==> src/rtl/frb_pkg.sv <==
// ----------------------------------------------------------------------------
// frb_pkg
// shared types, constants and the crc step for the framed byte receiver
// ----------------------------------------------------------------------------
package frb_pkg;

    localparam int BYTE_W     = 8;
    localparam int LEN_W      = 7;
    localparam int IDX_W      = 6;
    localparam int CRC_W      = 16;
    localparam int CFG_IDX_W  = 2;
    localparam int CFG_DATA_W = 8;

    localparam logic [CRC_W-1:0] CRC_INIT = 16'hFFFF;
    localparam logic [CRC_W-1:0] CRC_POLY = 16'h1021;

    // register indexes on the configuration port
    localparam logic [CFG_IDX_W-1:0] CFG_CHECKSUM_MODE = 2'd0;
    localparam logic [CFG_IDX_W-1:0] CFG_HEADER_BYTE   = 2'd1;
    localparam logic [CFG_IDX_W-1:0] CFG_MAX_LENGTH    = 2'd2;

    localparam logic                 MODE_RESET   = 1'b1;
    localparam logic [BYTE_W-1:0]    HEADER_RESET = 8'd170;
    localparam logic [LEN_W-1:0]     MAXLEN_RESET = 7'd32;

    // controller to datapath
    typedef struct packed {
        logic start;
        logic absorb;
        logic ld_src;
        logic ld_dst;
        logic ld_func;
        logic ld_len_lo;
        logic ld_len;
        logic wr_payload;
        logic ld_chk1;
        logic clr_idx;
        logic inc_idx;
        logic ld_out;
    } frb_cmd_t;

    // datapath to controller
    typedef struct packed {
        logic hdr_match;
        logic len_ok;
        logic len_zero;
        logic data_done;
        logic check_good;
        logic idx_last;
        logic out_free;
    } frb_status_t;

    // one byte of crc-16/ccitt-false, msb first
    function automatic logic [CRC_W-1:0] crc_step(input logic [CRC_W-1:0] crc,
                                                  input logic [BYTE_W-1:0] b);
        logic [CRC_W-1:0] c;
        c = crc ^ {b, 8'h00};
        for (int i = 0; i < BYTE_W; i++) begin
            if (c[CRC_W-1])
                c = {c[CRC_W-2:0], 1'b0} ^ CRC_POLY;
            else
                c = {c[CRC_W-2:0], 1'b0};
        end
        return c;
    endfunction

endpackage

==> src/rtl/frb_ram.sv <==
// ----------------------------------------------------------------------------
// frb_ram
// generic single write port ram with registered read
// ----------------------------------------------------------------------------
module frb_ram #(
    parameter int WIDTH = 8,
    parameter int DEPTH = 64
) (
    input  logic                                      clk,
    input  logic                                      we,
    input  logic [(DEPTH > 1 ? $clog2(DEPTH) : 1)-1:0] waddr,
    input  logic [WIDTH-1:0]                          wdata,
    input  logic [(DEPTH > 1 ? $clog2(DEPTH) : 1)-1:0] raddr,
    output logic [WIDTH-1:0]                          rdata
);

    logic [WIDTH-1:0] mem [DEPTH];

    always_ff @(posedge clk)
    begin
        if (we)
            mem[waddr] <= wdata;
        rdata <= mem[raddr];
    end

endmodule

==> src/rtl/frb_dp.sv <==
// ----------------------------------------------------------------------------
// frb_dp
// frame fields, checksums, payload store and result register
// ----------------------------------------------------------------------------
module frb_dp
    import frb_pkg::*;
#(
    parameter int MAX_PAYLOAD = 64
) (
    input  logic                  clk,
    input  logic                  rst_n,
    input  logic                  cfg_we,
    input  logic [CFG_IDX_W-1:0]  cfg_index,
    input  logic [CFG_DATA_W-1:0] cfg_data,
    input  logic [BYTE_W-1:0]     rx_byte,
    input  frb_cmd_t              cmd,
    output frb_status_t           status,
    input  logic                  out_ready,
    output logic                  out_valid,
    output logic [BYTE_W-1:0]     src_addr,
    output logic [BYTE_W-1:0]     dst_addr,
    output logic [BYTE_W-1:0]     func_code,
    output logic [LEN_W-1:0]      payload_len,
    output logic [BYTE_W-1:0]     payload_byte,
    output logic [IDX_W-1:0]      byte_index,
    output logic                  last
);

    localparam int AW = MAX_PAYLOAD > 1 ? $clog2(MAX_PAYLOAD) : 1;
    localparam logic [LEN_W-1:0] MAX_LEN = LEN_W'(MAX_PAYLOAD);

    logic              mode_reg;
    logic [BYTE_W-1:0] header_reg;
    logic [LEN_W-1:0]  max_len_reg;

    logic [CRC_W-1:0]  crc_reg, crc_next;
    logic [BYTE_W-1:0] sum_reg, sum_next;
    logic [BYTE_W-1:0] sos_reg, sos_next;
    logic [BYTE_W-1:0] src_reg, dst_reg, func_reg, len_lo_reg, chk1_reg;
    logic [LEN_W-1:0]  len_reg;
    logic [LEN_W-1:0]  count_reg, count_next;
    logic [AW-1:0]     idx_reg;
    logic              out_valid_reg;
    logic [BYTE_W-1:0] ram_rdata;
    logic [LEN_W-1:0]  limit;

    always_ff @(posedge clk or negedge rst_n)
    begin
        if (!rst_n)
        begin
            mode_reg    <= MODE_RESET;
            header_reg  <= HEADER_RESET;
            max_len_reg <= MAXLEN_RESET;
        end
        else if (cfg_we)
        begin
            case (cfg_index)
                CFG_CHECKSUM_MODE: mode_reg    <= cfg_data[0];
                CFG_HEADER_BYTE:   header_reg  <= cfg_data;
                CFG_MAX_LENGTH:    max_len_reg <= cfg_data[LEN_W-1:0];
                default:           ;
            endcase
        end
    end

    always_comb
    begin
        crc_next = crc_step(crc_reg, rx_byte);
        sum_next = sum_reg + rx_byte;
        sos_next = sos_reg + sum_next;
    end

    assign count_next = count_reg + LEN_W'(1);
    assign limit      = (max_len_reg > MAX_LEN) ? MAX_LEN : max_len_reg;

    always_ff @(posedge clk)
    begin
        if (cmd.start)
        begin
            crc_reg <= crc_step(CRC_INIT, rx_byte);
            sum_reg <= rx_byte;
            sos_reg <= rx_byte;
        end
        else if (cmd.absorb)
        begin
            crc_reg <= crc_next;
            sum_reg <= sum_next;
            sos_reg <= sos_next;
        end
        if (cmd.ld_src)    src_reg    <= rx_byte;
        if (cmd.ld_dst)    dst_reg    <= rx_byte;
        if (cmd.ld_func)   func_reg   <= rx_byte;
        if (cmd.ld_len_lo) len_lo_reg <= rx_byte;
        if (cmd.ld_chk1)   chk1_reg   <= rx_byte;
        if (cmd.ld_len)
        begin
            len_reg   <= len_lo_reg[LEN_W-1:0];
            count_reg <= '0;
        end
        else if (cmd.wr_payload)
            count_reg <= count_next;
        if (cmd.clr_idx)
            idx_reg <= '0;
        else if (cmd.inc_idx)
            idx_reg <= idx_reg + AW'(1);
    end

    frb_ram #(
        .WIDTH (BYTE_W),
        .DEPTH (MAX_PAYLOAD)
    ) u_store (
        .clk   (clk),
        .we    (cmd.wr_payload),
        .waddr (count_reg[AW-1:0]),
        .wdata (rx_byte),
        .raddr (idx_reg),
        .rdata (ram_rdata)
    );

    always_comb
    begin
        status.hdr_match = (rx_byte == header_reg);
        status.len_ok    = (rx_byte == '0) && (len_lo_reg <= BYTE_W'(limit));
        status.len_zero  = (len_lo_reg == '0);
        status.data_done = (count_next >= len_reg);
        if (mode_reg)
            status.check_good = ({chk1_reg, rx_byte} == crc_reg);
        else
            status.check_good = (chk1_reg == sum_reg) && (rx_byte == sos_reg);
        status.idx_last  = (len_reg == '0) || (LEN_W'(idx_reg) == len_reg - LEN_W'(1));
        status.out_free  = !out_valid_reg || out_ready;
    end

    // result register
    always_ff @(posedge clk or negedge rst_n)
    begin
        if (!rst_n)
            out_valid_reg <= 1'b0;
        else if (cmd.ld_out)
            out_valid_reg <= 1'b1;
        else if (out_ready)
            out_valid_reg <= 1'b0;
    end

    always_ff @(posedge clk)
    begin
        if (cmd.ld_out)
        begin
            src_addr     <= src_reg;
            dst_addr     <= dst_reg;
            func_code    <= func_reg;
            payload_len  <= len_reg;
            payload_byte <= (len_reg == '0) ? '0 : ram_rdata;
            byte_index   <= IDX_W'(idx_reg);
            last         <= status.idx_last;
        end
    end

    assign out_valid = out_valid_reg;

`ifndef SYNTHESIS
    a_no_overwrite: assert property (@(posedge clk) disable iff (!rst_n)
        cmd.ld_out |-> (!out_valid_reg || out_ready))
        else $error("result register loaded while a result is pending");
    a_store_bound: assert property (@(posedge clk) disable iff (!rst_n)
        cmd.wr_payload |-> (count_reg < MAX_LEN))
        else $error("payload write beyond store depth");
    a_idx_bound: assert property (@(posedge clk) disable iff (!rst_n)
        cmd.inc_idx |-> (LEN_W'(idx_reg) + LEN_W'(1) < len_reg))
        else $error("drain index stepped past the frame length");
    a_load_shows: assert property (@(posedge clk) disable iff (!rst_n)
        cmd.ld_out |=> out_valid_reg)
        else $error("loaded result not presented");
`endif

endmodule

==> config.mk <==
export PLATFORM = sky130hd
export DESIGN_NAME = frb_dp
export DESIGN_NICKNAME = d
export VERILOG_FILES = /design/src/rtl/frb_pkg.sv /design/src/rtl/frb_ram.sv /design/src/rtl/frb_dp.sv
export SDC_FILE = /design/constraint.sdc
export NUM_CORES = 1
export LEC_CHECK = 0
export ABC_CLOCK_PERIOD_IN_PS = 5750
export BUFFER_PORTS_ARGS = -buffer_cell sky130_fd_sc_hd__buf_4
export CAP_MARGIN = 20
export CORE_ASPECT_RATIO = 1.4
export CORE_MARGIN = 5
export CORE_UTILIZATION = 56
export DETAILED_ROUTE_END_ITERATION = 10
export PLACE_DENSITY = 0.73
export SETUP_SLACK_MARGIN = 0.05
export SYNTH_ARGS = -nofsm -noshare
export SYNTH_HDL_FRONTEND = slang
export SYNTH_SLANG_ARGS = --single-unit
==> constraint.sdc <==
create_clock -name clk -period 5.75 [get_ports clk]
set_input_delay 0.575 -clock clk [delete_from_list [all_inputs] [get_ports clk]]
set_output_delay 0.575 -clock clk [all_outputs]
set_load 0.005 [all_outputs]
==> results.sh <==
export IMPL_syn_to_final_growth_pct=12.24
export IMPL_drtPass1Iterations=5
export IMPL_num_nets_final=1531
export IMPL_power_total_uw=11120
export IMPL_reg2reg_to="sos_reg[7]"
export IMPL_rows=95
export IMPL_r2r_cells=13
export IMPL_finalSetupViolCount=0
export IMPL_worstSetupEndpointType="output port"
export IMPL_critPathMaxFanout=37
export IMPL_path_buf_inv=3
export IMPL_synth_distinct_cells=44
export IMPL_cts_tree="yes"
export IMPL_die_width_um=195.8
export IMPL_switching_share_pct=23.19
export IMPL_post_cts_buffers=0
export IMPL_grt_use_met1_pct=26.47
export IMPL_met2_usage_pct=38.89
export IMPL_cp_common_cell="buf_12"
export IMPL_r2r_setup_slack_ns=2.30
export IMPL_antennaDiodeCount=0
export IMPL_finalCritPeriodShare_pct=62.07
export IMPL_timing_final_ws_setup_ns=2.181
export IMPL_pwr_share_comb_pct=12.0
export IMPL_max_stage_delay_ns=0.85
export IMPL_fin_util_pct=63.42
export IMPL_worstHoldPathType="input pin to flip-flop"
export IMPL_ys_warn_count=0
export IMPL_dieArea_mm2=0.05290
export IMPL_mostFrequentLayoutCell="edfxtp_1"
export IMPL_power_leakage_uw=0.009846
export IMPL_worstPathArrival_ns=2.99
export IMPL_post_place_ws_ns=1.827
export IMPL_postSynthAreaPerCell_um2=19.84
export IMPL_maxCapViolCount=0
export IMPL_grt_pass1_vias=13570
export IMPL_synthFlopType="edfxtp_1"
export IMPL_synth_fp_nets=1432
export IMPL_chipHeight_um=270.1
export IMPL_p_sw_uw=2578
export IMPL_ir_drop_mv=0.3554
export IMPL_rsz0062_at_grt="false"
export IMPL_crit_family="flip-flops"
export IMPL_clk_latency_ns=0.62
export IMPL_grt_pass1_wl_um=85660
export IMPL_routed_wl_um=56680
export IMPL_hpwl_um=34960
export IMPL_vias=12920
export IMPL_cts_sinks=675
export IMPL_grt_total_usage_pct=21.58
export IMPL_htreeDepth=2
export IMPL_p_int_uw=8537
export IMPL_whs_path_depth=2
export IMPL_slew_viol_final=0
export IMPL_root_buffer="clkbuf_16"
export IMPL_drtIter0Drc=1088
export IMPL_cts_max_path_buffers=3
export IMPL_status="finished clean"
export IMPL_drc_errors=0
export IMPL_cp_start_kind="flip-flop"
export IMPL_clkPwrFrac_pct=35.7
export IMPL_fin_skew_ns=0.02622
export IMPL_clk_pin_slew_worst_paths_ns=0.06
export IMPL_largest_register_ffs=512
export IMPL_via_per_inst=6.030
export IMPL_antenna_left=0
export IMPL_min_to="idx_reg[0]"
export IMPL_tns_ns=0
export IMPL_required_ns=5.18
export IMPL_reg2reg_from="sum_reg[0]"
export IMPL_wl_per_cell_um=26.46
export IMPL_p_per_area_mw_per_mm2=365.9
export IMPL_synthCells=1364
export IMPL_stdcell_count=2142
export IMPL_start_util_pct=56.51
export IMPL_cp_cell_sequence="buf_12 -> buf_12 -> xor2_1 -> nand3_1 -> nor3_1 -> maj3_1 -> buf_4"
export IMPL_busiest_layer="met2"
export IMPL_core_mm2=0.04790
export IMPL_fmax_mhz=280.2
export IMPL_final_cell_mix="637 x edfxtp_1, 166 x mux4_2, 104 x nor2_1"
export IMPL_cts_resized=0
export IMPL_antenna_found_initial=1
export IMPL_port_buffer_count=87
export IMPL_syn_area_mm2=0.02707
export IMPL_seqPwrFrac_pct=52.3
export IMPL_grt_overflow_total=0
export IMPL_pin_count=88
export IMPL_fin_crit_ns=3.569
export IMPL_worstHoldStart="cmd[2]"
export IMPL_crit_slowest_cell="dfxtp_4"
export IMPL_synth_seq_area_share_pct=73.82
export IMPL_hold_viol=0
export IMPL_relSlewSlack_pct=28.23
export IMPL_synth_edf_count=637
export IMPL_grt_max_degree=79
export IMPL_yosys_register_bits=675
export IMPL_path_class="flip-flop to output port"
export IMPL_numCtsBuffers=60
export IMPL_tightest_slew_ns=1.073
export IMPL_place_congestion=0.8055
export IMPL_ys_async_sr_fraction_pct=2.519
export IMPL_layout_drive_gt1_share_pct=25.66
export IMPL_groute_layer_met3_usage_pct=4.168
export IMPL_dp_cells=2029
## area by class of cell
type	count	area, um2
flip-flops and latches	675	19990
fillers	3146	17520
multi-input cells	603	6734
clock buffers	88	1697
repair buffers	104	845.8
well taps	630	788.3
clock inverters	23	254.0
inverters	19	71.32
## metal layers
layer | vias to the layer above | wire length (um)
met4 | 2 | 1785
li1 | 5619 | -
met5 | - | 13
met3 | 93 | 3652
met1 | 6763 | 20430
met2 | 439 | 30800
## worst reg2reg max path: cells and delay by family, from the launching register on
kind            cells  cell delay [ns]
xor+xnor            2             0.41
compound gates      5             0.92
mux                 1             0.26
flops               1             0.43
simple gates        2             0.20
fa+ha+maj           3             0.98
## synth_stat cells, types with 11 or more instances
| cell type | instances | area share [%] |
|---|---|---|
| nand4_1 | 12 | 0.28 |
| inv_1 | 19 | 0.26 |
| dfxtp_1 | 21 | 1.6 |
| nand2_1 | 30 | 0.42 |
| nor2_1 | 104 | 1.4 |
| ha_1 | 32 | 1.5 |
| buf_1 | 11 | 0.15 |
| clkbuf_1 | 42 | 0.58 |
| dfrtp_1 | 11 | 1.0 |
| nand3_1 | 16 | 0.30 |
| mux2_2 | 17 | 0.71 |
| o21ai_0 | 17 | 0.31 |
| a21oi_1 | 18 | 0.33 |
| nor2b_1 | 17 | 0.39 |
| xnor2_1 | 62 | 2.0 |
| edfxtp_1 | 637 | 71 |
| mux4_2 | 166 | 14 |
| xor2_1 | 49 | 1.6 |
## cell families after synthesis
| kind of cell | Yosys count | synth area share [%] |
|---|---|---|
| AOI/OAI and AO/OA | 52 | 1.132 |
| xor gates and xnor gates | 112 | 3.675 |
| adders and majority gates | 35 | 1.664 |
| buffers and inverters | 86 | 1.327 |
| DFF | 675 | 73.82 |
| muxes | 187 | 14.67 |
| and+or+nand+nor | 217 | 3.716 |
## power groups by stage
stage	clock network [uW]	registers [uW]	logic [uW]
global route	4230	5840	1460
finish	3970	5810	1340
detailed placement	0	5920	1330
CTS	4020	5820	1350
floorplan	0	5820	1010
global placement	0	5910	1300
## worst max-delay path by stage
stage | start | end | slack, ns | cells past startpoint
after floorplan | rx_byte[0] | sos_reg[7] | 2.46 | 13
after global placement | rx_byte[1] | sos_reg[7] | 1.94 | 13
after detailed placement | rx_byte[1] | sos_reg[7] | 1.83 | 13
after CTS | idx_reg[0] | status[1] | 2.07 | 7
after global routing | idx_reg[0] | status[1] | 1.85 | 7
final | idx_reg[0] | status[1] | 2.18 | 7
## metrics by stage
stage,instance area (um2),hold WS [ns]
5_1_grt,30380,0.1676
3_3_place_gp,28410,0.4024
2_1_floorplan,27070,0.2794
4_1_cts,30370,0.1455
6_report,30380,0.1678
3_5_place_dp,28410,0.4045
## repair_timing
action,4_1_cts,5_1_grt
hold buffers,1,0
endpoints found under the hold margin,11,0
setup endpoints to repair,0,0
(Power assumes the default switching activity.)
