## src/rtl/frb_pkg.sv

```systemverilog
// ----------------------------------------------------------------------------
// frb_pkg
// shared types, constants and the crc step for the framed byte receiver
// ----------------------------------------------------------------------------
package frb_pkg;

    localparam int BYTE_W     = 8;
    localparam int LEN_W      = 7;
    localparam int IDX_W      = 6;
    localparam int CRC_W      = 16;
    localparam int CFG_IDX_W  = 2;
    localparam int CFG_DATA_W = 8;

    localparam logic [CRC_W-1:0] CRC_INIT = 16'hFFFF;
    localparam logic [CRC_W-1:0] CRC_POLY = 16'h1021;

    // register indexes on the configuration port
    localparam logic [CFG_IDX_W-1:0] CFG_CHECKSUM_MODE = 2'd0;
    localparam logic [CFG_IDX_W-1:0] CFG_HEADER_BYTE   = 2'd1;
    localparam logic [CFG_IDX_W-1:0] CFG_MAX_LENGTH    = 2'd2;

    localparam logic                 MODE_RESET   = 1'b1;
    localparam logic [BYTE_W-1:0]    HEADER_RESET = 8'd170;
    localparam logic [LEN_W-1:0]     MAXLEN_RESET = 7'd32;

    // controller to datapath
    typedef struct packed {
        logic start;
        logic absorb;
        logic ld_src;
        logic ld_dst;
        logic ld_func;
        logic ld_len_lo;
        logic ld_len;
        logic wr_payload;
        logic ld_chk1;
        logic clr_idx;
        logic inc_idx;
        logic ld_out;
    } frb_cmd_t;

    // datapath to controller
    typedef struct packed {
        logic hdr_match;
        logic len_ok;
        logic len_zero;
        logic data_done;
        logic check_good;
        logic idx_last;
        logic out_free;
    } frb_status_t;

    // one byte of crc-16/ccitt-false, msb first
    function automatic logic [CRC_W-1:0] crc_step(input logic [CRC_W-1:0] crc,
                                                  input logic [BYTE_W-1:0] b);
        logic [CRC_W-1:0] c;
        c = crc ^ {b, 8'h00};
        for (int i = 0; i < BYTE_W; i++) begin
            if (c[CRC_W-1])
                c = {c[CRC_W-2:0], 1'b0} ^ CRC_POLY;
            else
                c = {c[CRC_W-2:0], 1'b0};
        end
        return c;
    endfunction

endpackage

```

## src/rtl/frb_ctrl.sv

```systemverilog
// ----------------------------------------------------------------------------
// frb_ctrl
// frame parse and result drain state machine
// ----------------------------------------------------------------------------
module frb_ctrl
    import frb_pkg::*;
(
    input  logic        clk,
    input  logic        rst_n,
    input  logic        in_valid,
    output logic        in_ready,
    input  frb_status_t status,
    output frb_cmd_t    cmd
);

    typedef enum logic [3:0] {
        S_HUNT,
        S_SRC,
        S_DST,
        S_FUNC,
        S_LENLO,
        S_LENHI,
        S_DATA,
        S_CHK1,
        S_CHK2,
        S_DRAIN_RD,
        S_DRAIN_LD
    } state_t;

    state_t state_reg, state_next;
    logic   in_fire;

    assign in_ready = (state_reg != S_DRAIN_RD) && (state_reg != S_DRAIN_LD);
    assign in_fire  = in_valid && in_ready;

    always_comb
    begin
        state_next = state_reg;
        cmd        = '0;
        unique case (state_reg)
            S_HUNT:
                if (in_fire && status.hdr_match)
                begin
                    cmd.start  = 1'b1;
                    state_next = S_SRC;
                end
            S_SRC:
                if (in_fire)
                begin
                    cmd.ld_src = 1'b1;
                    cmd.absorb = 1'b1;
                    state_next = S_DST;
                end
            S_DST:
                if (in_fire)
                begin
                    cmd.ld_dst = 1'b1;
                    cmd.absorb = 1'b1;
                    state_next = S_FUNC;
                end
            S_FUNC:
                if (in_fire)
                begin
                    cmd.ld_func = 1'b1;
                    cmd.absorb  = 1'b1;
                    state_next  = S_LENLO;
                end
            S_LENLO:
                if (in_fire)
                begin
                    cmd.ld_len_lo = 1'b1;
                    cmd.absorb    = 1'b1;
                    state_next    = S_LENHI;
                end
            S_LENHI:
                if (in_fire)
                begin
                    cmd.ld_len = 1'b1;
                    cmd.absorb = 1'b1;
                    priority if (!status.len_ok)
                        state_next = S_HUNT;
                    else if (status.len_zero)
                        state_next = S_CHK1;
                    else
                        state_next = S_DATA;
                end
            S_DATA:
                if (in_fire)
                begin
                    cmd.wr_payload = 1'b1;
                    cmd.absorb     = 1'b1;
                    if (status.data_done)
                        state_next = S_CHK1;
                end
            S_CHK1:
                if (in_fire)
                begin
                    cmd.ld_chk1 = 1'b1;
                    state_next  = S_CHK2;
                end
            S_CHK2:
                if (in_fire)
                begin
                    if (status.check_good)
                    begin
                        cmd.clr_idx = 1'b1;
                        state_next  = S_DRAIN_RD;
                    end
                    else
                        state_next = S_HUNT;
                end
            S_DRAIN_RD:
                state_next = S_DRAIN_LD;
            S_DRAIN_LD:
                if (status.out_free)
                begin
                    cmd.ld_out = 1'b1;
                    if (status.idx_last)
                        state_next = S_HUNT;
                    else
                    begin
                        cmd.inc_idx = 1'b1;
                        state_next  = S_DRAIN_RD;
                    end
                end
            default:
                state_next = S_HUNT;
        endcase
    end

    always_ff @(posedge clk or negedge rst_n)
    begin
        if (!rst_n)
            state_reg <= S_HUNT;
        else
            state_reg <= state_next;
    end

`ifndef SYNTHESIS
    a_drain_step: assert property (@(posedge clk) disable iff (!rst_n)
        (state_reg == S_DRAIN_RD) |=> (state_reg == S_DRAIN_LD))
        else $error("drain read not followed by load");
    a_drain_end: assert property (@(posedge clk) disable iff (!rst_n)
        (state_reg == S_DRAIN_LD && status.out_free && status.idx_last)
            |=> (state_reg == S_HUNT))
        else $error("drain did not end on the last result");
    a_good_frame: assert property (@(posedge clk) disable iff (!rst_n)
        (state_reg == S_CHK2 && in_fire && status.check_good) |=> !in_ready)
        else $error("input taken while draining a good frame");
`endif

endmodule

```

## config.mk

```make
export PLATFORM = sky130hd
export DESIGN_NAME = frb_ctrl
export DESIGN_NICKNAME = d
export VERILOG_FILES = /design/src/rtl/frb_pkg.sv /design/src/rtl/frb_ctrl.sv
export SDC_FILE = /design/constraint.sdc
export NUM_CORES = 1
export LEC_CHECK = 0
export ABC_AREA = 1
export BUFFER_PORTS_ARGS = -buffer_cell sky130_fd_sc_hd__buf_2
export CAP_MARGIN = 15
export CELL_PAD_IN_SITES_DETAIL_PLACEMENT = 1
export CELL_PAD_IN_SITES_GLOBAL_PLACEMENT = 2
export CORE_ASPECT_RATIO = 1.2
export CORE_UTILIZATION = 20
export DETAILED_ROUTE_END_ITERATION = 8
export PLACE_DENSITY_LB_ADDON = 0.15
export REMOVE_ABC_BUFFERS = 1
export SYNTH_ARGS = -nofsm -noshare
export SYNTH_HDL_FRONTEND = slang
export SYNTH_SLANG_ARGS = --single-unit
```

## constraint.sdc

```tcl
create_clock -name clk -period 1.6 [get_ports clk]
set_input_delay 0.32 -clock clk [delete_from_list [all_inputs] [get_ports clk]]
set_output_delay 0.32 -clock clk [all_outputs]
set_load 0.02 [all_outputs]
```

==> impl_metrics.yaml, run 1 <==
run_status:
  status: "complete, but fails checks"
  failed_checks: "setup timing"
sta:
  final_critical_path_setup_slack_ns: -0.149
  timing.fmax_ghz: 0.572
  slew-limit-headroom: 0.853
  finalCritPeriodShare: 1.09
  setup_tns_ns: -1.19
  fin_skew_ns: 0.00233
  finalWorstPathRequiredPeriod_ns: 1.75
  max_slew.worst_pin.slew_ns: 0.220
  final_hold_viol_count: 0
  finalMaxSlewViolations: 0
  grt_setup_unrepaired: "yes"
  report.final.setup_viol: 13
pwr:
  pwr_density_cell_mw_per_mm2: 1910
  totalPowerFinal_mw: 1.86
  leakage_nw: 0.496
  irDropWorstVdd_v: 0.000941
cells_and_area:
  finish.net_count: 139
  synthesis_to_layout_area_growth_pct: 99.0
  count_of_fill_cells_added_during_filler_insertion: 313
  final_area_sq_um: 976
  final_layout_size_suffix_gt1_frac: 0.614
  layout.cells.non_filler: 158
  largest_register_ffs: 4
  insertedDiodeCount: 0
routing:
  drt_wl_total_mm: 2.01
  drc: 0
  postRouteAntennaNets: 0
  route.detailed.wl_per_inst_microns: 12.7
  via_count: 703
  vias_per_cell: 4.45
  drt_first_pass_iters: 3
  first_iter_violations: 3
grt:
  global_route.usage.total: 0.166
  grt_pass1_wl_mm: 3.19
  global_route.overflow_total: 0
  grt_start_max_net_pins: 11
  grt_antenna_before_repair: 0
  first_global_vias: 705
placed_design:
  finalWeightedCongestion: 0.768
  place_ws_ns: 0.00733
  io_buffers: 22
  place_inst: 147
  detailed_place.area_sq_um: 704
  dp.final_hpwl_mm: 1.48
worst_setup_path:
  critPathSlowestCell: "sky130_fd_sc_hd__dfrtp_2"
  startpoint_type: "register"
  end_kind: "primary output"
  worstPathCellList: "buf_6 -> nor2_4 -> nand2_2 -> o21a_1 -> a21oi_2 -> buf_4"
  timing.critical_path.max_delay_family: "flip-flops"
  worstSetupPathType: "reg2out"
  crit_required_ns: 1.28
  timing.critical_path.fanout_max: 5
  critPathArrivalTime_ns: 1.43
  critical-path-max-stage-delay_ns: 0.43
  crit_buf_inv: 2
floorplan:
  floorplan.die.height_microns: 56.2
  width_of_the_die_microns: 47.2
  floorplan.initialDensity: 0.213
  num_io_pins: 23
  design.core.area_sq_mm: 0.00231
  total_die_area_sq_mm: 0.00266
  placement_rows: 19
yosys:
  synth.top_cells.by_count: "29 x sky130_fd_sc_hd__nand2_1, 13 x sky130_fd_sc_hd__nor2_1, 9 x sky130_fd_sc_hd__inv_1, 8 x sky130_fd_sc_hd__nand3_1, 4 x sky130_fd_sc_hd__dfrtp_1"
  postSynthCellCount: 86
  post_synth_main_area_contributors: "sky130_fd_sc_hd__nand2_1 22%, sky130_fd_sc_hd__dfrtp_1 20%, sky130_fd_sc_hd__nor2_1 9.9%, sky130_fd_sc_hd__nand3_1 8.2%, sky130_fd_sc_hd__inv_1 6.9%"
  seq_area_frac_synth: 0.204
  ys_seq_elements: 4
  yosys_warnings: 0
  syn_avg_cell_area_sq_um: 5.70
  yosys.cell_count.top_type: "sky130_fd_sc_hd__nand2_1"
  async_flop_share: 1.00
  synth_cell_type_count: 19
  dominantRegCellSynth: "sky130_fd_sc_hd__dfrtp_1"
  synth_enable_flop_cells: 0
  synth_top_area_share: 0.222
  synth_area_leader_cell: "sky130_fd_sc_hd__nand2_1"
  post_synth_instance_area_sq_um: 490
clocking:
  cts.root.buffer_cell: "sky130_fd_sc_hd__clkbuf_4"
  cts-htree-levels: 1
  cts_buffers: 3
  clk_pin_slew_ns: 0.04
  clkSinkCount: 4
  tritoncts: "built"
  clkLatencyLatePin_ns: 0.23
  max-clock-path-buffers: 2
job:
  drv_cap: 0
worst_hold_path:
  hold_path_class: "in2async"
## repair_timing
item / in CTS / in global routing
gates resized for setup: 37 / 20
pin swaps: 3 / 7
setup buffers: 5 / 2
hold buffers: 1 / 0
setup endpoints to repair: 11 / 16
hold endpoints to repair: 4 / 0
## worst paths after layout
check | start | end | slack [ns] | cells after the start
min | rst_n | state_reg[3]$_DFFE_PN0P_ | 0.43 | 2
max in group asynchronous | rst_n | state_reg[0]$_DFFE_PN0P_ | 1.04 | 2
min in group clk | status[5] | state_reg[1]$_DFFE_PN0P_ | 0.51 | 5
max reg2reg | state_reg[0]$_DFFE_PN0P_ | state_reg[2]$_DFFE_PN0P_ | -0.02 | 10
max | state_reg[1]$_DFFE_PN0P_ | cmd[10] | -0.15 | 6
min reg2reg | state_reg[3]$_DFFE_PN0P_ | state_reg[3]$_DFFE_PN0P_ | 0.62 | 3
## final cells by class
class	count	area (sq um)	area share
Clock buffer	3	22.5	0.0231
Multi-Input combinational cell	69	450	0.462
Sequential cell	4	104	0.106
Inverter	12	47.5	0.0487
Tap cell	31	38.8	0.0397
Timing Repair Buffer	39	313	0.321
## through the flow
step	util	hold WS (ns)
2_1_floorplan	-	0.0244
3_3_place_gp	0.305	0.125
3_5_place_dp	0.305	0.129
5_1_grt	0.423	0.420
6_report	0.423	0.425
4_1_cts	0.389	0.417
## placed cells by master, fill, tap and decap left out, drive strengths merged, types with 2 or more instances in the layout
master	instances
nand3	9
nor2	15
dfrtp	4
nand2	32
o21ai	2
clkbuf	3
a21oi	4
inv	12
nor3	3
buf	38
nand4	2
## routing by layer
layer | vias up | share of wire | track usage
met1 | 337 | 0.39 | 0.198
met2 | 10 | 0.60 | 0.313
met3 | 0 | 0.010 | 0.00974
met5 | - | 0 | 0
li1 | 356 | - | -
met4 | 0 | 0 | 0.0245
## power by group
part / switching, mW / total, mW / leakage (nW) / internal, mW
Clock: 0.0402 / 0.124 / 0.0138 / 0.0838
Sequential: 0.0708 / 0.228 / 0.0477 / 0.157
Combinational: 0.860 / 1.51 / 0.435 / 0.652
Total: 0.971 / 1.86 / 0.496 / 0.893
## cell families (layout without fill, tap and decap cells)
kind of cell,after synthesis,after routing,synth area share
AND/OR/NAND/NOR,62,62,0.566
AO/OA/AOI/OAI,7,7,0.107
buffers and inverters,13,54,0.122
flip-flops,4,4,0.204
No activity file was read; power rests on OpenSTA's default activity.
==> run 2: changes to the inputs <==
--- a/config.mk
+++ b/config.mk
@@ -10,7 +10,8 @@
 export CAP_MARGIN = 15
 export CELL_PAD_IN_SITES_DETAIL_PLACEMENT = 1
 export CELL_PAD_IN_SITES_GLOBAL_PLACEMENT = 2
-export CORE_ASPECT_RATIO = 1.2
+export CORE_ASPECT_RATIO = 0.6
+export CORE_MARGIN = 2
 export CORE_UTILIZATION = 20
 export DETAILED_ROUTE_END_ITERATION = 8
 export PLACE_DENSITY_LB_ADDON = 0.15
==> impl_metrics.yaml, run 2 (synthesis results as in run 1) <==
worst_setup_path:
  worstPathCellList: "buf_6 -> nor2_4 -> nand2_2 -> o21a_1 -> a21oi_2 -> buf_4"
  worst_reg2reg_setup_slack_ns: 0.04
  crit_buf_inv: 2
  timing.critical_path.max_delay_family: "flip-flops"
  timing.critical_path.fanout_max: 4
  startpoint_type: "register"
  worstSetupPathType: "reg2out"
  end_kind: "primary output"
  critPathSlowestCell: "sky130_fd_sc_hd__dfrtp_2"
  critPathArrivalTime_ns: 1.44
  crit_required_ns: 1.28
  critical-path-max-stage-delay_ns: 0.43
sta:
  fin_skew_ns: 0.00410
  slew-limit-headroom: 0.817
  grt_setup_unrepaired: "yes"
  timing.fmax_ghz: 0.568
  max_slew.worst_pin.slew_ns: 0.275
  setup_tns_ns: -0.923
  report.final.setup_viol: 11
  final_hold_viol_count: 0
  finalMaxSlewViolations: 0
  finalWorstPathRequiredPeriod_ns: 1.76
  final_critical_path_setup_slack_ns: -0.161
  fin_hold_ws_ns: 0.440
  finalCritPeriodShare: 1.10
routing:
  drt_wl_total_mm: 2.44
  vias_per_cell: 4.66
  route.detailed.wl_per_inst_microns: 14.9
  via_count: 765
  drc: 0
  postRouteAntennaNets: 0
  first_iter_violations: 41
  drt_first_pass_iters: 4
run_status:
  status: "complete, but fails checks"
  failed_checks: "setup timing"
grt:
  grt_start_max_net_pins: 7
  global_route.overflow_total: 0
  grt_antenna_before_repair: 0
  grt_pass1_wl_mm: 3.64
  global_route.usage.total: 0.175
  first_global_vias: 760
clocking:
  cts_buffers: 3
  clk_pin_slew_ns: 0.03
  tritoncts: "built"
  clkSinkCount: 4
  clkLatencyLatePin_ns: 0.22
  cts-htree-levels: 1
  cts.root.buffer_cell: "sky130_fd_sc_hd__clkbuf_8"
  max-clock-path-buffers: 2
cells_and_area:
  layout.cells.most_common_list: "24 x sky130_fd_sc_hd__buf_4, 23 x sky130_fd_sc_hd__nand2_1, 10 x sky130_fd_sc_hd__buf_2"
  synthesis_to_layout_area_growth_pct: 115
  count_of_fill_cells_added_during_filler_insertion: 291
  layout.cells.non_filler: 164
  most_common_cell_after_layout_fill_and_taps_aside: "sky130_fd_sc_hd__buf_4"
  largest_register_ffs: 4
  finish.net_count: 146
  insertedDiodeCount: 0
  final_layout_size_suffix_gt1_frac: 0.619
floorplan:
  num_io_pins: 23
  floorplan.die.height_microns: 42.4
  floorplan.initialDensity: 0.219
  placement_rows: 13
  width_of_the_die_microns: 67.9
  total_die_area_sq_mm: 0.00288
  design.core.area_sq_mm: 0.00224
placed_design:
  dp.final_hpwl_mm: 1.63
  place_inst: 153
  finalWeightedCongestion: 0.760
  io_buffers: 22
  place_ws_ns: -0.0573
pwr:
  leakage_nw: 0.561
  pwr_density_cell_mw_per_mm2: 1810
  totalPowerFinal_mw: 1.91
  irDropWorstVdd_v: 0.000705
worst_hold_path:
  hold_path_class: "in2async"
job:
  drv_cap: 0
run 2: cell count changes in the layout (fill, tap and decap cells not counted), sizes merged:
cell / before / now
buf: 38 / 44
nand3: 9 / 10
run 2: what timing repair did:
item                       CTS  global route
pin swaps                    3             6
resized for setup           22            35
setup buffers                3             3
cloned                       1             0
setup endpoints to repair   16            17
hold buffers                 1             0
hold endpoints to repair     4             0
run 2: cell type report:
class	instances	area (sq um)	area share
Clock buffer	3	41.3	0.0391
Inverter	12	45.0	0.0427
Multi-Input combinational cell	70	467	0.442
Sequential cell	4	103	0.0973
Tap cell	30	37.5	0.0356
Timing Repair Buffer	45	362	0.343
run 2: power breakdown:
part	leakage, nW	switching [mW]	internal (mW)
clock network	0.0216	0.0522	0.160
logic	0.490	0.870	0.616
registers	0.0489	0.0569	0.155
run 2: path summary, 6_finish.rpt:
check | start | end | cells after the start
max | state_reg[0]$_DFFE_PN0P_ | cmd[10] | 6
min | rst_n | state_reg[3]$_DFFE_PN0P_ | 2
max reg2reg | state_reg[3]$_DFFE_PN0P_ | state_reg[0]$_DFFE_PN0P_ | 10
min reg2reg | state_reg[3]$_DFFE_PN0P_ | state_reg[3]$_DFFE_PN0P_ | 3
max in group asynchronous | rst_n | state_reg[0]$_DFFE_PN0P_ | 2
min in group clk | status[5] | state_reg[2]$_DFFE_PN0P_ | 5
run 2: worst register-to-register path: stages (launching register included):
cell                      delay, ns
sky130_fd_sc_hd__dfrtp_1       0.38
sky130_fd_sc_hd__inv_2         0.10
sky130_fd_sc_hd__nor2_4        0.07
sky130_fd_sc_hd__nand2_4       0.10
sky130_fd_sc_hd__buf_12        0.11
sky130_fd_sc_hd__nand3_4       0.09
sky130_fd_sc_hd__buf_4         0.15
sky130_fd_sc_hd__o21ai_2       0.24
sky130_fd_sc_hd__nand2_4       0.09
sky130_fd_sc_hd__nand2_1       0.06
sky130_fd_sc_hd__nand2_1       0.05
run 2: metrics by stage:
stage,area [sq um],util
6_report,1050,0.470
5_1_grt,1050,0.470
4_1_cts,900,0.401
3_5_place_dp,743,0.331
3_3_place_gp,743,0.331
2_1_floorplan,475,-
run 2: routing by layer:
metal  wire [microns]  GRT usage  vias to the layer above
met3              150     0.0349                        8
met5                0          0                        -
met2             1100      0.256                       34
li1                 -          -                      370
met1             1150      0.257                      353
met4               31     0.0480                        0
==> run 3: changes to the inputs <==
--- a/config.mk
+++ b/config.mk
@@ -12,7 +12,7 @@
 export CELL_PAD_IN_SITES_GLOBAL_PLACEMENT = 2
 export CORE_ASPECT_RATIO = 0.6
 export CORE_MARGIN = 2
-export CORE_UTILIZATION = 20
+export CORE_UTILIZATION = 22
 export DETAILED_ROUTE_END_ITERATION = 8
 export PLACE_DENSITY_LB_ADDON = 0.15
 export REMOVE_ABC_BUFFERS = 1
==> constraint.sdc (replaced) <==
create_clock -name clk -period 2.14 [get_ports clk]
set_input_delay 0.428 -clock clk [delete_from_list [all_inputs] [get_ports clk]]
set_output_delay 0.428 -clock clk [all_outputs]
set_load 0.02 [all_outputs]
==> impl_metrics.yaml, run 3 (synthesis results as in run 1) <==
run_status:
  status: "finished, final reports clean"
routing:
  drc: 0
  via_count: 615
  drt_wl_total_mm: 1.68
  route.detailed.wl_per_inst_microns: 12.0
  postRouteAntennaNets: 0
  vias_per_cell: 4.39
  first_iter_violations: 18
  drt_first_pass_iters: 2
cells_and_area:
  multi_input_area_sq_um: 338
  synthesis_to_layout_area_growth_pct: 37.0
  final-seq-area_sq_um: 100
  count_of_fill_cells_added_during_filler_insertion: 284
  largest_register_ffs: 4
  insertedDiodeCount: 0
  final_layout_size_suffix_gt1_frac: 0.327
  most_common_cell_after_layout_fill_and_taps_aside: "sky130_fd_sc_hd__nand2_1"
  layout.cells.most_common_list: "29 x sky130_fd_sc_hd__nand2_1, 22 x sky130_fd_sc_hd__buf_2, 13 x sky130_fd_sc_hd__nor2_1"
  finish.net_count: 122
placed_design:
  io_buffers: 22
  place_ws_ns: 0.301
  finalWeightedCongestion: 0.761
  dp.final_hpwl_mm: 1.40
worst_setup_path:
  critPathArrivalTime_ns: 1.54
  worstSetupPathType: "reg2out"
  crit_required_ns: 1.71
  critical-path-max-stage-delay_ns: 0.45
  crit_buf_inv: 2
  startpoint_type: "register"
  worstPathCellList: "inv_1 -> nor2_1 -> nand2_2 -> nand3_4 -> nor4_1 -> buf_2"
  end_kind: "primary output"
  critPathSlowestCell: "sky130_fd_sc_hd__dfrtp_1"
  timing.critical_path.max_delay_family: "simple AND/OR/NAND/NOR gates"
  timing.critical_path.fanout_max: 11
sta:
  final_critical_path_setup_slack_ns: 0.168
  grt_setup_unrepaired: "no"
  finalWorstPathRequiredPeriod_ns: 1.97
  setup_tns_ns: 0
  max_slew.worst_pin.slew_ns: 0.330
  fin_skew_ns: 0.00420
  finalCritPeriodShare: 0.921
  slew-limit-headroom: 0.780
  finalMaxSlewViolations: 0
  final_hold_viol_count: 0
  timing.fmax_ghz: 0.507
  report.final.setup_viol: 0
  fin_hold_ws_ns: 0.00194
floorplan:
  floorplan.die.height_microns: 40.6
  design.core.area_sq_mm: 0.00213
  floorplan.initialDensity: 0.230
  num_io_pins: 23
  total_die_area_sq_mm: 0.00264
  placement_rows: 13
  width_of_the_die_microns: 65.0
pwr:
  leakage_nw: 0.400
  pwr_density_cell_mw_per_mm2: 1460
  irDropWorstVdd_v: 0.000389
clocking:
  clkLatencyLatePin_ns: 0.23
  cts.repair_timing.setup_buffer_count: 0
  cts_buffers: 3
  tritoncts: "built"
  cts.root.buffer_cell: "sky130_fd_sc_hd__clkbuf_8"
  post_cts_resized: 0
  cts-htree-levels: 1
  holdBufCountCts: 0
  clkSinkCount: 4
  clk_pin_slew_ns: 0.03
  max-clock-path-buffers: 2
grt:
  global_route.usage.total: 0.137
  grt_start_max_net_pins: 12
  grt_pass1_wl_mm: 2.55
  global_route.overflow_total: 0
  grt_antenna_before_repair: 0
  first_global_vias: 531
job:
  drv_cap: 0
worst_hold_path:
  hold_path_class: "in2async"
## run 3: changes by cell type in the layout (fill, tap and decap cells not counted), sizes merged
cell | previous run | this run
nand3 | 10 | 9
buf | 44 | 22
dlygate4sd3 | 1 | 0
## run 3: path summary, 6_finish.rpt
path                                          start                  endpoint  slack [ns]  depth (start not counted)
hold reg to reg            state_reg[3]$_DFFE_PN0P_  state_reg[3]$_DFFE_PN0P_        0.54                          2
max in group asynchronous                     rst_n  state_reg[3]$_DFFE_PN0P_        2.01                          1
setup / recovery           state_reg[1]$_DFFE_PN0P_                   cmd[11]        0.17                          6
hold / removal                                rst_n  state_reg[0]$_DFFE_PN0P_       0.002                          1
min in group clk           state_reg[3]$_DFFE_PN0P_  state_reg[3]$_DFFE_PN0P_        0.54                          2
setup reg to reg           state_reg[1]$_DFFE_PN0P_  state_reg[2]$_DFFE_PN0P_        0.54                          8
## run 3: routing by layer
| layer | wire length [microns] | global-route usage | share of wire |
|---|---|---|---|
| met1 | 915 | 0.195 | 0.55 |
| met2 | 647 | 0.193 | 0.39 |
| met3 | 97 | 0.0478 | 0.058 |
| met4 | 17 | 0.0319 | 0.010 |
| met5 | 0 | 0 | 0 |
## run 3: through the flow
stage               cell area [sq um]  total power [mW]  std cells   util
floorplan                         475             0.641         85      -
global placement                  623             0.818        137  0.292
detailed placement                623             0.815        137  0.292
CTS                               664             0.991        140  0.312
global route                      672              1.07        140  0.315
finish                            672             0.984        140  0.315
## run 3: layout make-up
type,count,area share
Clock buffer,3,0.0615
Inverter,12,0.0670
Multi-Input combinational cell,69,0.503
Timing Repair Buffer,22,0.164
Sequential cell,4,0.149
Tap cell,30,0.0559
## run 3: power by group
group          leakage, nW  total (mW)  internal (mW)  switching [mW]
sequential          0.0514       0.166          0.113          0.0536
combinational        0.327       0.652          0.207           0.445
clock               0.0216       0.166          0.120          0.0453
## run 3: worst register-to-register path, stage by stage, from the launching register on
cell and delay (ns):
sky130_fd_sc_hd__dfrtp_1 0.45, sky130_fd_sc_hd__inv_1 0.14, sky130_fd_sc_hd__nor2_1 0.07, sky130_fd_sc_hd__nand2_2 0.11, sky130_fd_sc_hd__nand3_4 0.16, sky130_fd_sc_hd__o21ai_2 0.34
sky130_fd_sc_hd__nand2_4 0.10, sky130_fd_sc_hd__nand2_1 0.07, sky130_fd_sc_hd__nand2_1 0.05
